### src/rtl/tcrh_pkg.sv
// Shared types and constants for the range and height block.
// No dependencies; every other file in rtl/ imports this package.
package tcrh_pkg;

  localparam int unsigned DIV_STEPS = 104;  // 64-bit numerator with 40 fraction bits appended
  localparam int unsigned MUL_STEPS = 48;

  localparam logic [31:0] ANGLE_MAX = 32'd3006477107;  // floor(1.4 * 2^31)
  localparam logic [63:0] ONE_Q40 = 64'h0000_0100_0000_0000;
  localparam logic [47:0] LEN_MAX = 48'hFFFF_FFFF_FFFF;
  localparam logic [30:0] HEIGHT_RESET = 31'd25165824;
  localparam logic [20:0] TOL_RESET = 21'd110;

  localparam logic [1:0] ST_OK = 2'd0;
  localparam logic [1:0] ST_RANGE = 2'd1;
  localparam logic [1:0] ST_SAT = 2'd2;

  localparam logic CFG_HEIGHT = 1'b0;
  localparam logic CFG_TOL = 1'b1;

  typedef enum logic [1:0] {
    DIV_TERM,
    DIV_LAST,
    DIV_DIST
  } div_sel_t;

  typedef struct packed {
    logic [31:0] alpha;
    logic [31:0] beta;
    logic        beta_given;
  } tcrh_in_t;

  typedef struct packed {
    logic [47:0] distance;
    logic [47:0] object_height;
    logic        height_valid;
    logic [1:0]  status;
  } tcrh_out_t;

  typedef struct packed {
    logic     load_in;
    logic     prep;
    logic     sel_beta;
    logic     v_clr;
    logic     div_start;
    div_sel_t div_sel;
    logic     v_load;
    logic     prev_load;
    logic     tan_a_load;
    logic     tan_b_load;
    logic     dist_load;
    logic     mul_start;
    logic     hgt_load;
    logic     out_load;
  } tcrh_cmd_t;

  typedef struct packed {
    logic div_done;
    logic mul_done;
    logic conv;
    logic inval;
    logic given;
  } tcrh_stat_t;

  function automatic logic angle_ok(input logic [31:0] a);
    return (a != 32'd0) && (a <= ANGLE_MAX);
  endfunction

endpackage

### src/rtl/tcrh_div.sv
// Restoring divider: floor(num * 2^40 / den), one quotient bit per cycle.
// Saturates to all ones when the quotient needs more than 64 bits. Uses tcrh_pkg.
module tcrh_div import tcrh_pkg::*; (
  input  logic        clk,
  input  logic        rst_n,
  input  logic        start,
  input  logic [63:0] num,
  input  logic [63:0] den,
  output logic [63:0] quo,
  output logic        done
);

  logic        busy_r;
  logic        done_r;
  logic [6:0]  cnt_r;
  logic [63:0] rem_r;
  logic [63:0] dvd_r;
  logic [63:0] den_r;
  logic [63:0] q_r;
  logic        ovf_r;

  logic [64:0] rem_sh;
  logic        fits;
  logic [64:0] rem_sub;

  assign rem_sh  = {rem_r, dvd_r[63]};
  assign fits    = rem_sh >= {1'b0, den_r};
  assign rem_sub = rem_sh - {1'b0, den_r};

  always_ff @(posedge clk) begin
    if (!rst_n) begin
      busy_r <= 1'b0;
      done_r <= 1'b0;
      cnt_r  <= 7'd0;
    end else begin
      done_r <= 1'b0;
      if (start) begin
        busy_r <= 1'b1;
        cnt_r  <= 7'd0;
      end else if (busy_r) begin
        cnt_r <= cnt_r + 7'd1;
        if (cnt_r == 7'(DIV_STEPS - 1)) begin
          busy_r <= 1'b0;
          done_r <= 1'b1;
        end
      end
    end
  end

  always_ff @(posedge clk) begin
    if (start) begin
      rem_r <= 64'd0;
      dvd_r <= num;
      den_r <= den;
      q_r   <= 64'd0;
      ovf_r <= 1'b0;
    end else if (busy_r) begin
      rem_r <= fits ? rem_sub[63:0] : rem_sh[63:0];
      dvd_r <= {dvd_r[62:0], 1'b0};
      q_r   <= {q_r[62:0], fits};
      ovf_r <= ovf_r | q_r[63];
    end
  end

  assign quo  = ovf_r ? {64{1'b1}} : q_r;
  assign done = done_r;

endmodule

### src/rtl/tcrh_dp.sv
// Datapath: config registers, angle prep, fraction operands, divider,
// shift-add multiplier and the result register. Uses tcrh_pkg and tcrh_div.
module tcrh_dp import tcrh_pkg::*; #(
  parameter int unsigned MAX_DEPTH = 32
) (
  input  logic                                 clk,
  input  logic                                 rst_n,
  input  tcrh_cmd_t                            cmd,
  input  logic [$clog2(2 * MAX_DEPTH) - 1:0]   c_i,
  output tcrh_stat_t                           st,
  input  tcrh_in_t                             in_data,
  output tcrh_out_t                            out_data,
  input  logic                                 cfg_we,
  input  logic                                 cfg_index,
  input  logic [30:0]                          cfg_wdata
);

  logic [30:0] ih_r;
  logic [20:0] tol_r;
  tcrh_in_t    in_r;
  logic [40:0] x40_r;
  logic [41:0] x2_r;
  logic [63:0] v_r;
  logic [63:0] prev_r;
  logic [63:0] tan_a_r;
  logic [63:0] tan_b_r;
  logic [47:0] dist_r;
  logic [47:0] hgt_r;
  logic        sat_r;
  tcrh_out_t   out_r;

  logic [31:0] ang;
  logic [63:0] sq;
  logic [64:0] top_term;
  logic [63:0] div_num;
  logic [63:0] div_den;
  logic [63:0] quo;
  logic        div_done;
  logic [63:0] diff;
  logic        inval;

  logic         mul_busy_r;
  logic         mul_done_r;
  logic [5:0]   mcnt_r;
  logic [47:0]  mplier_r;
  logic [111:0] acc_r;
  logic [47:0]  prod_c;
  logic [48:0]  hsum;

  always_ff @(posedge clk) begin
    if (!rst_n) begin
      ih_r  <= HEIGHT_RESET;
      tol_r <= TOL_RESET;
    end else if (cfg_we) begin
      case (cfg_index)
        CFG_HEIGHT: ih_r  <= cfg_wdata;
        CFG_TOL:    tol_r <= cfg_wdata[20:0];
        default:    ;
      endcase
    end
  end

  assign ang = cmd.sel_beta ? in_r.beta : in_r.alpha;
  assign sq  = ang * ang;
  assign top_term = 65'({c_i, 40'b0});

  always_comb begin
    case (cmd.div_sel)
      DIV_TERM: begin
        div_num = {22'd0, x2_r};
        div_den = (top_term > {1'b0, v_r}) ? 64'(top_term - {1'b0, v_r}) : 64'd1;
      end
      DIV_LAST: begin
        div_num = {23'd0, x40_r};
        div_den = (ONE_Q40 > v_r) ? ONE_Q40 - v_r : 64'd1;
      end
      DIV_DIST: begin
        div_num = {33'd0, ih_r};
        div_den = tan_a_r;
      end
      default: begin
        div_num = 64'd0;
        div_den = 64'd1;
      end
    endcase
  end

  tcrh_div u_div (
    .clk   (clk),
    .rst_n (rst_n),
    .start (cmd.div_start),
    .num   (div_num),
    .den   (div_den),
    .quo   (quo),
    .done  (div_done)
  );

  assign diff  = (quo >= prev_r) ? quo - prev_r : prev_r - quo;
  assign inval = !angle_ok(in_r.alpha) || (in_r.beta_given && !angle_ok(in_r.beta));

  always_ff @(posedge clk) begin
    if (cmd.load_in) begin
      in_r  <= in_data;
      sat_r <= 1'b0;
      hgt_r <= 48'd0;
      dist_r <= 48'd0;
    end
    if (cmd.prep) begin
      x40_r  <= {ang, 9'd0};
      x2_r   <= sq[63:22];
      prev_r <= 64'd0;
    end
    if (cmd.v_clr) v_r <= 64'd0;
    if (cmd.v_load) v_r <= quo;
    if (cmd.prev_load) prev_r <= quo;
    if (cmd.tan_a_load) tan_a_r <= quo;
    if (cmd.tan_b_load) tan_b_r <= quo;
    if (cmd.dist_load) begin
      if (quo[63:48] != 16'd0) begin
        dist_r <= LEN_MAX;
        sat_r  <= 1'b1;
      end else begin
        dist_r <= quo[47:0];
      end
    end
    if (cmd.hgt_load) begin
      if (hsum[48]) begin
        hgt_r <= LEN_MAX;
        sat_r <= 1'b1;
      end else begin
        hgt_r <= hsum[47:0];
      end
    end
    if (cmd.out_load) begin
      if (inval) begin
        out_r <= '{distance: 48'd0, object_height: 48'd0, height_valid: 1'b0,
                   status: ST_RANGE};
      end else begin
        out_r.distance      <= dist_r;
        out_r.object_height <= in_r.beta_given ? hgt_r : 48'd0;
        out_r.height_valid  <= in_r.beta_given;
        out_r.status        <= sat_r ? ST_SAT : ST_OK;
      end
    end
  end

  // distance * tan(beta), MSB of the distance first
  always_ff @(posedge clk) begin
    if (!rst_n) begin
      mul_busy_r <= 1'b0;
      mul_done_r <= 1'b0;
      mcnt_r     <= 6'd0;
    end else begin
      mul_done_r <= 1'b0;
      if (cmd.mul_start) begin
        mul_busy_r <= 1'b1;
        mcnt_r     <= 6'd0;
      end else if (mul_busy_r) begin
        mcnt_r <= mcnt_r + 6'd1;
        if (mcnt_r == 6'(MUL_STEPS - 1)) begin
          mul_busy_r <= 1'b0;
          mul_done_r <= 1'b1;
        end
      end
    end
  end

  always_ff @(posedge clk) begin
    if (cmd.mul_start) begin
      acc_r    <= 112'd0;
      mplier_r <= dist_r;
    end else if (mul_busy_r) begin
      acc_r    <= {acc_r[110:0], 1'b0} + (mplier_r[47] ? {48'd0, tan_b_r} : 112'd0);
      mplier_r <= {mplier_r[46:0], 1'b0};
    end
  end

  // clamp the product to the length range before adding the instrument height
  assign prod_c = (acc_r[111:88] != 24'd0) ? LEN_MAX : acc_r[87:40];
  assign hsum   = {1'b0, prod_c} + {18'd0, ih_r};

  assign st.div_done = div_done;
  assign st.mul_done = mul_done_r;
  assign st.conv     = diff < {43'd0, tol_r};
  assign st.inval    = inval;
  assign st.given    = in_r.beta_given;
  assign out_data    = out_r;

endmodule

### src/rtl/tcrh_ctrl.sv
// Controller: sequences depth search, tangent evaluation, distance and height.
// Drives tcrh_dp through tcrh_cmd_t, reads tcrh_stat_t. Uses tcrh_pkg.
module tcrh_ctrl import tcrh_pkg::*; #(
  parameter int unsigned MAX_DEPTH = 32
) (
  input  logic                                 clk,
  input  logic                                 rst_n,
  input  logic                                 in_valid,
  output logic                                 in_stall,
  output logic                                 out_valid,
  input  logic                                 out_stall,
  output tcrh_cmd_t                            cmd,
  output logic [$clog2(2 * MAX_DEPTH) - 1:0]   c_o,
  input  tcrh_stat_t                           st
);

  localparam int unsigned CW = $clog2(2 * MAX_DEPTH);
  localparam int unsigned NW = $clog2(MAX_DEPTH + 1);

  typedef enum logic [3:0] {
    S_IDLE,
    S_CHECK,
    S_PREP,
    S_EVAL,
    S_TERM,
    S_TWAIT,
    S_LWAIT,
    S_DIST,
    S_DWAIT,
    S_MUL,
    S_MWAIT,
    S_FIN
  } state_t;

  state_t        state_r;
  logic [NW-1:0] n_r;
  logic [CW-1:0] c_r;
  logic          search_r;
  logic          beta_phase_r;
  logic          out_valid_r;

  always_comb begin
    cmd = '0;
    cmd.sel_beta = beta_phase_r;
    cmd.div_sel  = DIV_TERM;
    case (state_r)
      S_IDLE:  cmd.load_in = in_valid;
      S_PREP:  cmd.prep = 1'b1;
      S_EVAL:  cmd.v_clr = 1'b1;
      S_TERM: begin
        cmd.div_start = 1'b1;
        cmd.div_sel   = (c_r > CW'(1)) ? DIV_TERM : DIV_LAST;
      end
      S_TWAIT: cmd.v_load = st.div_done;
      S_LWAIT: begin
        cmd.div_sel    = DIV_LAST;
        cmd.prev_load  = st.div_done && search_r;
        cmd.tan_a_load = st.div_done && !search_r && !beta_phase_r;
        cmd.tan_b_load = st.div_done && !search_r && beta_phase_r;
      end
      S_DIST: begin
        cmd.div_start = 1'b1;
        cmd.div_sel   = DIV_DIST;
      end
      S_DWAIT: begin
        cmd.div_sel   = DIV_DIST;
        cmd.dist_load = st.div_done;
      end
      S_MUL:   cmd.mul_start = 1'b1;
      S_MWAIT: cmd.hgt_load = st.mul_done;
      S_FIN:   cmd.out_load = !out_valid_r || !out_stall;
      default: ;
    endcase
  end

  always_ff @(posedge clk) begin
    if (!rst_n) begin
      state_r      <= S_IDLE;
      n_r          <= NW'(1);
      c_r          <= CW'(1);
      search_r     <= 1'b0;
      beta_phase_r <= 1'b0;
      out_valid_r  <= 1'b0;
    end else begin
      if (out_valid_r && !out_stall) out_valid_r <= 1'b0;
      case (state_r)
        S_IDLE: begin
          if (in_valid) begin
            beta_phase_r <= 1'b0;
            state_r      <= S_CHECK;
          end
        end
        S_CHECK: state_r <= st.inval ? S_FIN : S_PREP;
        S_PREP: begin
          n_r      <= NW'(1);
          search_r <= 1'b1;
          state_r  <= S_EVAL;
        end
        S_EVAL: begin
          c_r     <= CW'({n_r, 1'b0} - 1);
          state_r <= S_TERM;
        end
        S_TERM: state_r <= (c_r > CW'(1)) ? S_TWAIT : S_LWAIT;
        S_TWAIT: begin
          if (st.div_done) begin
            c_r     <= c_r - CW'(2);
            state_r <= S_TERM;
          end
        end
        S_LWAIT: begin
          if (st.div_done) begin
            if (search_r) begin
              // the depth after the converged one is the one used
              n_r <= n_r + NW'(1);
              if (st.conv || n_r == NW'(MAX_DEPTH - 1)) search_r <= 1'b0;
              state_r <= S_EVAL;
            end else if (!beta_phase_r && st.given) begin
              beta_phase_r <= 1'b1;
              state_r      <= S_PREP;
            end else begin
              state_r <= S_DIST;
            end
          end
        end
        S_DIST:  state_r <= S_DWAIT;
        S_DWAIT: if (st.div_done) state_r <= st.given ? S_MUL : S_FIN;
        S_MUL:   state_r <= S_MWAIT;
        S_MWAIT: if (st.mul_done) state_r <= S_FIN;
        S_FIN: begin
          if (!out_valid_r || !out_stall) begin
            out_valid_r <= 1'b1;
            state_r     <= S_IDLE;
          end
        end
        default: state_r <= S_IDLE;
      endcase
    end
  end

  assign in_stall  = state_r != S_IDLE;
  assign out_valid = out_valid_r;
  assign c_o       = c_r;

  a_accept_check: assert property (@(posedge clk) disable iff (!rst_n)
    (in_valid && !in_stall) |=> state_r == S_CHECK)
    else $error("accepted item did not start range check");

  a_no_overwrite: assert property (@(posedge clk) disable iff (!rst_n)
    cmd.out_load |-> !(out_valid_r && out_stall))
    else $error("result register overwritten while held");

  a_div_done_wait: assert property (@(posedge clk) disable iff (!rst_n)
    st.div_done |-> (state_r == S_TWAIT || state_r == S_LWAIT || state_r == S_DWAIT))
    else $error("divider finished outside a wait state");

  a_depth_cap: assert property (@(posedge clk) disable iff (!rst_n)
    n_r <= NW'(MAX_DEPTH))
    else $error("fraction depth above cap");

endmodule

### src/rtl/tangent_cfrac_range_height.sv
// Channel  Ports                           Role
// in       in_valid, in_stall, in_data     alpha, beta, beta_given
// out      out_valid, out_stall, out_data  distance, object_height, height_valid, status
// cfg      cfg_we, cfg_index, cfg_wdata    0 instrument_height, 1 tolerance
//
// One item at a time. Every fraction term is one pass of the shared bit-serial
// divider plus control states, so an angle converging at depth D costs
// D*(D+1)/2 + D + 1 divider passes. The distance adds one more division;
// a height repeats the search for beta and adds a shift-add multiply.
// Out-of-range items skip straight to the result. Synchronous active-low reset restores
// register defaults; a stalled result holds while the next item is accepted.
// Uses tcrh_pkg, tcrh_ctrl, tcrh_dp.
module tangent_cfrac_range_height import tcrh_pkg::*; #(
  parameter int unsigned MAX_DEPTH = 32
) (
  input  logic        clk,
  input  logic        rst_n,
  input  logic        in_valid,
  output logic        in_stall,
  input  tcrh_in_t    in_data,
  output logic        out_valid,
  input  logic        out_stall,
  output tcrh_out_t   out_data,
  input  logic        cfg_we,
  input  logic        cfg_index,
  input  logic [30:0] cfg_wdata
);

  tcrh_cmd_t                          cmd;
  tcrh_stat_t                         st;
  logic [$clog2(2 * MAX_DEPTH) - 1:0] c_val;

  tcrh_ctrl #(.MAX_DEPTH(MAX_DEPTH)) u_ctrl (
    .clk       (clk),
    .rst_n     (rst_n),
    .in_valid  (in_valid),
    .in_stall  (in_stall),
    .out_valid (out_valid),
    .out_stall (out_stall),
    .cmd       (cmd),
    .c_o       (c_val),
    .st        (st)
  );

  tcrh_dp #(.MAX_DEPTH(MAX_DEPTH)) u_dp (
    .clk       (clk),
    .rst_n     (rst_n),
    .cmd       (cmd),
    .c_i       (c_val),
    .st        (st),
    .in_data   (in_data),
    .out_data  (out_data),
    .cfg_we    (cfg_we),
    .cfg_index (cfg_index),
    .cfg_wdata (cfg_wdata)
  );

endmodule
### config.mk
export PLATFORM = sky130hd
export DESIGN_NAME = tangent_cfrac_range_height
export DESIGN_NICKNAME = d
export VERILOG_FILES = /design/src/rtl/tcrh_pkg.sv /design/src/rtl/tcrh_div.sv /design/src/rtl/tcrh_dp.sv /design/src/rtl/tcrh_ctrl.sv /design/src/rtl/tangent_cfrac_range_height.sv
export SDC_FILE = /design/constraint.sdc
export NUM_CORES = 2
export LEC_CHECK = 0
export ABC_AREA = 1
export ABC_CLOCK_PERIOD_IN_PS = 11300
export BUFFER_PORTS_ARGS = -buffer_cell sky130_fd_sc_hd__buf_2
export CORE_ASPECT_RATIO = 0.9
export CORE_UTILIZATION = 41
export DETAILED_ROUTE_END_ITERATION = 8
export GPL_TIMING_DRIVEN = 0
export HOLD_SLACK_MARGIN = 0.03
export PLACE_DENSITY = 0.64
export SYNTH_ARGS = -nofsm -noshare
export SYNTH_HDL_FRONTEND = slang
export SYNTH_SLANG_ARGS = --single-unit
### constraint.sdc
create_clock -name clk -period 11.3 [get_ports clk]
set_input_delay 1.695 -clock clk [delete_from_list [all_inputs] [get_ports clk]]
set_output_delay 1.695 -clock clk [all_outputs]
set_load 0.01 [all_outputs]
==> metrics.md <==
| Metric | Value |
|---|---|
| Period minus WS final | 11.25 ns |
| Area Overhead vs Synth | 9.94% |
| H-tree levels | 3 |
| Worst-margin pin slew | 1.46 ns |
| Wire per inst | 21.9 um |
| Max FO, Critical Path | 10 |
| Vias in the first global route | 81146 |
| Num CTS Buffers | 116 |
| Critical path data arrival time | 11.74 ns |
| First-pass GRT wire length | 520000 um |
| Slowest cell delay on critical path | 0.81 ns |
| Relative slew margins | 2.47% |
| Hold Vio Cnt, Final | 0 |
| Slowest-stage cell, CP | clkdlybuf4s18_2 |
| Die H | 463 um |
| Hold Crit Class | flop to flop |
| Clock Path Buffers | 3 |
| WL final | 354000 um |
| Clk_skew | 0.0558 ns |
| Post-synth EDFFs | 766 |
| Port bufs | 202 |
| Max-Cap Viols | 0 |
| Clock transition at path regs | 0.06 ns |
| Initial antenna violation count | 29 |
| Hold Buf Count CTS | 0 |
| Critical path launch point type | flop |
| Synth warn | 0 |
| Final ANT Viol Nets | 0 |
| Gate Count Post-Synth | 12492 |
| DRT Pass-1 Iters | 9 |
| Seq/Total Area, Yosys | 30.6% |
| Commonest cells after routing, fill and taps aside | inv_1, nand2_1, nor2_1, fa_1, edfxtp_1 |
| Site row count | 168 |
| Post-layout nets | 14348 |
| Worst Setup End Kind | flop |
| Post-route DRC | 0 |
| Asr flop ratio synth | 0% |
| FMAX | 88.9 MHz |
| Reg-to-reg slack, setup | 0.05 ns |
| Routed via count | 84423 |
| Reg area | 29600 um2 |
| Syn Std Cell Area | 96900 um2 |
| Starting Density | 41.4% |
| Die Width | 514 um |
| Largest net degree at the start of global routing | 74 |
| Status | completed |
| Total gr overflow | 0 |
| Req. time, crit path | 11.79 ns |
| Final Setup Violations | 0 |
| Synth Area per Inst | 7.76 um2 |
| Cell variety after synth | 72 |
| Max Slew Vio Count | 0 |
| CTS tree | done |
| Gr usage total | 29.4% |
| Clock root cell | clkbuf_16 |
| Initial detailed-routing violation count | 9446 |
| I/O Pins | 203 |
| Layout cells sized above 1 | 4.87% |
| DP HPWL | 294000 um |
| Multi-input gate area | 55200 um2 |
| Drt via density | 5.24 |
| Crit path kind | flop to flop |
| Die area | 238000 um2 |
| Top FF cell, synth | edfxtp_1 |
| Hold_ws | 0.467 ns |
| Final period util | 99.6% |
| Syn nets | 13998 |
| Most used cell, CP | fa_1 |
| Fillers | 23651 |
| Global placement routability congestion | 1.06 |
| Clock Sinks | 1096 |
| Most common cell after layout, fill and taps aside | inv_1 |
| Clk Latency, worst-skew pair | 0.78 ns |
| #FFs+latches synth | 1096 |
| Core ar. | 234000 um2 |
[metal layers]
layer	up-vias	share of wire [%]	global-route usage, %
met5	-	0.048	0
met4	20	5.6	14.0
met3	795	11	7.31
met2	4107	42	44.3
met1	39985	41	39.5
li1	39516	-	-
[logic make-up after synthesis]
logic type                 count (synthesis)  synth area share [%]
and+or+nand+nor                         4761                  19.7
AOI/OAI and AO/OA                       1673                  9.84
DFF                                     1096                  30.6
muxes                                      2                0.0207
xor gates and xnor gates                 328                  2.96
buffers and inverters                   3228                  12.6
adders and majority gates               1404                  24.3
[cell usage after synthesis, drive strengths merged (5+ instances only)]
cell	count	share of area, %
o21ai	567	3.0
buf	79	0.39
a211oi	8	0.062
nand3	276	1.4
a21o	50	0.39
a21boi	16	0.13
nor2	1609	6.3
clkinv	18	0.070
o2111ai	5	0.045
nor3b	8	0.062
xor2	210	1.9
o211ai	84	0.65
nand3b	6	0.046
o221ai	14	0.13
or2	40	0.26
nand2	2557	10
o31ai	6	0.046
inv	2902	11
a21oi	613	3.2
fa	800	17
nor4	59	0.40
o22ai	67	0.43
xnor2	118	1.1
a22o	18	0.16
ha	604	7.8
clkbuf	229	0.89
o21a	37	0.29
nand4	83	0.54
dfxtp	330	6.8
o21bai	31	0.25
a32o	7	0.072
a31oi	124	0.80
edfxtp	766	24
nor3	112	0.60
[timing repair]
action | CTS | global route
gates resized for setup | 6 | 12
endpoints found under the setup margin | 29 | 13
setup buffers | 0 | 3
hold endpoints to repair | 0 | 0
[per-stage QoR]
stage | cells | setup slack, ns | setup TNS [ns] | util [%] | cell area, um2
floorplan | 12492 | 3.30 | 0 | - | 96900
global placement | 15839 | -1.64 | -162.06 | 43.5 | 102000
detailed placement | 15867 | -0.627 | -6.47 | 43.8 | 102000
CTS | 16088 | 0.101 | 0 | 45.5 | 106000
global route | 16102 | -0.0199 | -0.0199 | 45.5 | 106000
finish | 16115 | 0.0494 | 0 | 45.5 | 107000
[state kept, by name (all words and copies together), names as in the netlist, 31 cells and up]
name	flops
u_dp.tan_b_r	64
u_dp.prev_r	64
u_dp.x2_r	42
u_dp.mplier_r	48
u_dp.ih_r	31
u_dp.x40_r	32
u_dp.out_data	99
u_dp.u_div.q_r	64
u_dp.u_div.rem_r	64
u_dp.u_div.dvd_r	64
u_dp.tan_a_r	64
u_dp.hgt_r	48
u_dp.u_div.den_r	64
u_dp.acc_r	112
u_dp.dist_r	48
u_dp.in_r	64
u_dp.v_r	64
[worst max-delay path: cells and delay by family (launching register included)]
kind                       cells  cell delay, ns
buffers and inverters          8            2.79
and+or+nand+nor                1            0.29
DFF                            1            0.46
AOI/OAI and AO/OA             10            2.75
xor gates and xnor gates       1            0.11
adders and majority gates      9            4.57
[worst paths after layout]
kind                                     startpoint             to  depth (start not counted)
worst max register to register  u_ctrl.beta_phase_r  u_dp.x2_r[32]                         29
worst min register to register        u_dp.tol_r[4]  u_dp.tol_r[4]                          2
worst min-delay path                  u_dp.tol_r[4]  u_dp.tol_r[4]                          2
worst max-delay path            u_ctrl.beta_phase_r  u_dp.x2_r[32]                         29
[cell type report]
type | count | area share [%]
Tap cell | 3145 | 3.69
Multi-Input combinational cell | 8168 | 51.8
Clock buffer | 141 | 2.93
Antenna cell | 24 | 0.0564
Clock inverter | 81 | 0.842
Timing Repair Buffer | 233 | 1.41
Inverter | 2920 | 10.3
Buffer | 307 | 1.18
Sequential cell | 1096 | 27.8
Power is not shown: default switching activity piles up to over one toggle a cycle in this logic, so the estimate is an artifact.
